[src/rtl/mfw_pkg.sv]
// ----------------------------------------------------------------------------
// mfw_pkg: shared constants and types for the median filter window unit
// Register map, field widths and the small helpers used across modules.
// ----------------------------------------------------------------------------
package mfw_pkg;

	localparam int MAX_RADIUS_DEF = 4;
	localparam int MAX_WIDTH_DEF  = 1024;
	localparam int HEIGHT_LIMIT   = 4096;

	localparam int PIX_W   = 8;
	localparam int RAD_W   = 3;
	localparam int WID_W   = 11;
	localparam int HGT_W   = 13;
	localparam int ADDR_W  = 4;

	localparam logic [ADDR_W-1:0] REG_RADIUS = 4'h0;
	localparam logic [ADDR_W-1:0] REG_WIDTH  = 4'h4;
	localparam logic [ADDR_W-1:0] REG_HEIGHT = 4'h8;

	typedef logic [PIX_W-1:0] pix_t;

	// settings as used by the datapath, already clamped
	typedef struct packed {
		logic [RAD_W-1:0] radius;
		logic [WID_W-1:0] width;
		logic [HGT_W-1:0] height;
	} cfg_t;

endpackage

[src/rtl/mfw_cfg.sv]
// ----------------------------------------------------------------------------
// mfw_cfg: APB register file
// Holds radius, width and height; raw values read back, clamped copy used.
// ----------------------------------------------------------------------------
module mfw_cfg #(
	parameter int MAX_RADIUS = mfw_pkg::MAX_RADIUS_DEF,
	parameter int MAX_WIDTH  = mfw_pkg::MAX_WIDTH_DEF
) (
	input  logic clk,
	input  logic arst_n,
	input  logic psel,
	input  logic penable,
	input  logic pwrite,
	input  logic [mfw_pkg::ADDR_W-1:0] paddr,
	input  logic [31:0] pwdata,
	output logic [31:0] prdata,
	output logic pready,
	output logic wr_done,
	output mfw_pkg::cfg_t cfg
);
	logic [mfw_pkg::RAD_W-1:0] radius_q;
	logic [mfw_pkg::WID_W-1:0] width_q;
	logic [mfw_pkg::HGT_W-1:0] height_q;
	logic wr;

	assign pready = 1'b1;
	assign wr = psel && penable && pwrite;

	always_ff @(posedge clk or negedge arst_n) begin
		if (!arst_n) begin
			radius_q <= mfw_pkg::RAD_W'(1);
			width_q  <= mfw_pkg::WID_W'(640);
			height_q <= mfw_pkg::HGT_W'(480);
			wr_done  <= 1'b0;
		end else begin
			wr_done <= 1'b0;
			if (wr) begin
				case (paddr)
					mfw_pkg::REG_RADIUS: begin
						radius_q <= pwdata[mfw_pkg::RAD_W-1:0];
						wr_done <= 1'b1;
					end
					mfw_pkg::REG_WIDTH: begin
						width_q <= pwdata[mfw_pkg::WID_W-1:0];
						wr_done <= 1'b1;
					end
					mfw_pkg::REG_HEIGHT: begin
						height_q <= pwdata[mfw_pkg::HGT_W-1:0];
						wr_done <= 1'b1;
					end
					default: ;
				endcase
			end
		end
	end

	always_comb begin
		case (paddr)
			mfw_pkg::REG_RADIUS: prdata = 32'(radius_q);
			mfw_pkg::REG_WIDTH:  prdata = 32'(width_q);
			mfw_pkg::REG_HEIGHT: prdata = 32'(height_q);
			default:             prdata = '0;
		endcase
	end

	always_comb begin
		cfg.radius = radius_q;
		if (radius_q == '0) cfg.radius = mfw_pkg::RAD_W'(1);
		else if (32'(radius_q) > MAX_RADIUS) cfg.radius = mfw_pkg::RAD_W'(MAX_RADIUS);
		cfg.width = width_q;
		if (width_q == '0) cfg.width = mfw_pkg::WID_W'(1);
		else if (32'(width_q) > MAX_WIDTH) cfg.width = mfw_pkg::WID_W'(MAX_WIDTH);
		cfg.height = height_q;
		if (height_q == '0) cfg.height = mfw_pkg::HGT_W'(1);
		else if (32'(height_q) > mfw_pkg::HEIGHT_LIMIT)
			cfg.height = mfw_pkg::HGT_W'(mfw_pkg::HEIGHT_LIMIT);
	end
endmodule

[config.mk]
export PLATFORM = sky130hd
export DESIGN_NAME = mfw_cfg
export DESIGN_NICKNAME = d
export VERILOG_FILES = /design/src/rtl/mfw_pkg.sv /design/src/rtl/mfw_cfg.sv
export SDC_FILE = /design/constraint.sdc
export NUM_CORES = 1
export LEC_CHECK = 0
export BUFFER_PORTS_ARGS = -buffer_cell sky130_fd_sc_hd__buf_4
export CAP_MARGIN = 20
export CORE_ASPECT_RATIO = 1.4
export CORE_MARGIN = 2
export CORE_UTILIZATION = 39
export DETAILED_ROUTE_END_ITERATION = 10
export PLACE_DENSITY_LB_ADDON = 0.05
export SETUP_SLACK_MARGIN = 0.1
export SYNTH_ARGS = -nofsm -noshare
export SYNTH_HDL_FRONTEND = slang
export SYNTH_SLANG_ARGS = --single-unit
export TNS_END_PERCENT = 30
[constraint.sdc]
create_clock -name clk -period 0.95 [get_ports clk]
set_input_delay 0.0475 -clock clk [delete_from_list [all_inputs] [get_ports clk]]
set_output_delay 0.0475 -clock clk [all_outputs]
set_load 0.01 [all_outputs]
==> run_results.csv <==
group,metric,value,unit
outcome,status,"complete, but fails checks",
outcome,violations,"DRC, hold timing, setup timing",
timing,tightest_slew,474,ps
synth,synth_cell_types,28,
synth,synthTopCellsByCount,"27 x mux2_2, 21 x buf_4, 21 x dfrtp_1, 21 x nor2b_1, 8 x a22o_1",
drt,viasPerCell,4.91,
finish,final_cells,293,
placed_design,routabilityCongestion,0.795,
timing,slew_headroom,67.6,%
synth,syn_inst,149,
power_and_ir_drop,p_per_area,1380,mW/mm^2
grt,antenna_found_initial,0,
die,die_y,80.7,um
setup_path,worstPathMaxFanout,2,
grt,grt_usage,21.2,%
synth,synth_area_leaders,"dfrtp_1 32%, mux2_2 19%, dfstp_2 11%, buf_4 9.6%, nor2b_1 8.0%",
drt,drtIter0Drc,33,
placed_design,dp_hpwl,3460,um
grt,grt_overflow,0,
timing,fin_ws,-544,ps
placed_design,dpl.cell_count,276,
drt,routed_wl,4970,um
timing,slew_violations,0,
timing,hold_viol_final,1,
timing,finClkSkew,0,ps
worst_hold_path,hold_class,"input port to flip-flop",
setup_path,endpoint_kind,"primary output",
power_and_ir_drop,ir_worst_vdd,0.889,mV
die,start_util,41.1,%
setup_path,cp.required,900,ps
cts,ctsHoldBuffers,3,
die,io_pins,102,
setup_path,cp-start-kind,"flip-flop",
finish,final_nets,292,
cts,clock-sinks,28,
synth,syn_area_per_cell,11.0,um^2
setup_path,critical_path_arrival,1450,ps
cts,clock_path_buffers,2,
finish,area_delta_synth_final,76.0,%
synth,async_flop_share,100,%
timing,period_share,157,%
grt,first_global_vias,1573,
grt,grt_first_pass_wirelength,7720,um
timing,rsz0062_at_grt,"true",
finish,finish.utilization,72.3,%
synth,seq_area_frac_synth,43.3,%
cts,cts_tree,"yes",
power_and_ir_drop,cellLeakagePower,1.42,nW
setup_path,critPathKind,"flip-flop to primary output",
synth,synth.most_common_cell,"mux2_2",
die,die-area,0.00474,mm^2
run,drv_cap,0,
timing,fmax,669,MHz
synth,synth_top_area_share,32.1,%
cts,clock_latency,270,ps
die,rows,27,
synth,yosysTopAreaCell,"dfrtp_1",
synth,synthFlopType,"dfrtp_1",
finish,final_layout_size_suffix_gt1_share,69.2,%
timing,fin_hold_ws,-38.4,ps
grt,grt_max_degree,29,
timing,fin_crit,1490,ps
cts,clkSlewWorstSetupHoldPaths,100,ps
drt,drtAntennaViolNets,0,
drt,vias,1438,
finish,n_antenna_cell,0,
synth,synth_edf_count,0,
cts,cts_root_buf,"clkbuf_8",
die,core-area,0.00399,mm^2
die,die_x,58.8,um
timing,setup_viol,66,
drt,wl_per_cell,17.0,um
drt,route.detailed.drc,6,
drt,dr.pass1.iters,7,
cts,numCtsBuffers,3,
synth,syn_area,0.00164,mm^2
cts,cts_max_level,1,
synth,yosysWarnings,0,
synth,synth-seq-cells,28,
placed_design,io_buffers,62,
## what timing repair did
action,CTS,global route
hold endpoints to repair,31,1
resized for setup,59,43
pin swaps,15,9
endpoints found under the setup margin,67,69
setup buffers,6,7
gates cloned,0,2
## final timing paths
| kind | start | end | slack [ps] | depth (start not counted) |
|---|---|---|---|---|
| max reg2reg | width_q[10] | width_q[10] | -130 | 3 |
| min | paddr[0] | wr_done | -40 | 2 |
| max | height_q[2] | cfg[0] | -540 | 5 |
| min in group asynchronous | arst_n | wr_done | 220 | 2 |
| max in group asynchronous | arst_n | height_q[5] | 420 | 2 |
| min reg2reg | height_q[0] | height_q[0] | 560 | 1 |
## registers in the layout, indices dropped and copies added (netlist names)
signal,flops
wr_done,1
height_q,13
radius_q,3
width_q,11
## power breakdown
group	total (mW)	switching (mW)	internal, mW
Sequential	1.53	0.152	1.38
Clock	0.750	0.378	0.372
Combinational	1.70	0.652	1.04
Total	3.98	1.18	2.79
## area by class of cell
class,count,area (um^2)
flip-flops and latches,28,713
inverters,3,11.3
multi-input cells,106,1020
well taps,43,53.8
repair buffers,109,1030
fillers,297,1100
clock buffers,4,55.1
## cell usage in the layout (no fill, tap or decap), types with 5 or more instances in the layout
cell     synthesis  layout
a22o_1           8       8
buf_4           21      61
buf_6            1      41
conb_1           2      20
dfrtp_1         21      18
dfstp_2          7       7
mux2_2          27       5
mux2_4           0      22
nor2b_1         21       7
nor2b_4          0      11
## routing by layer
metal,global-route usage (%),share of wire [%]
met5,0,0
met4,6.36,0.97
met3,3.22,4.8
met2,37.9,57
met1,25.9,37
## critical path: stages, from the launching register on
cell	delay [ps]
dfrtp_1	420
nor4_4	290
buf_4	150
a31oi_1	70
nor2_1	110
buf_4	130
## logic make-up (layout without fill, tap and decap cells)
family                 after synthesis  after routing  synth area share, %
AND/OR/NAND/NOR                     41             41                 16.2
AO/OA/AOI/OAI                       15             15                 6.72
other                                2             20                0.458
multiplexers                        30             30                 20.4
flip-flops                          28             28                 43.3
buffers and inverters               33            116                 13.0
## stage by stage
stage	setup TNS [ps]	setup WS [ps]	total power, mW	cell area, um^2
final	-13700	-544	3.98	2880
after global routing	-16460	-661	4.19	2880
after CTS	-14250	-572	3.80	2690
after detailed placement	-17750	-548	2.79	2340
after global placement	-16950	-512	2.77	2340
after floorplan	-10170	-391	2.12	1770
Power figures use the tool's default switching activity.
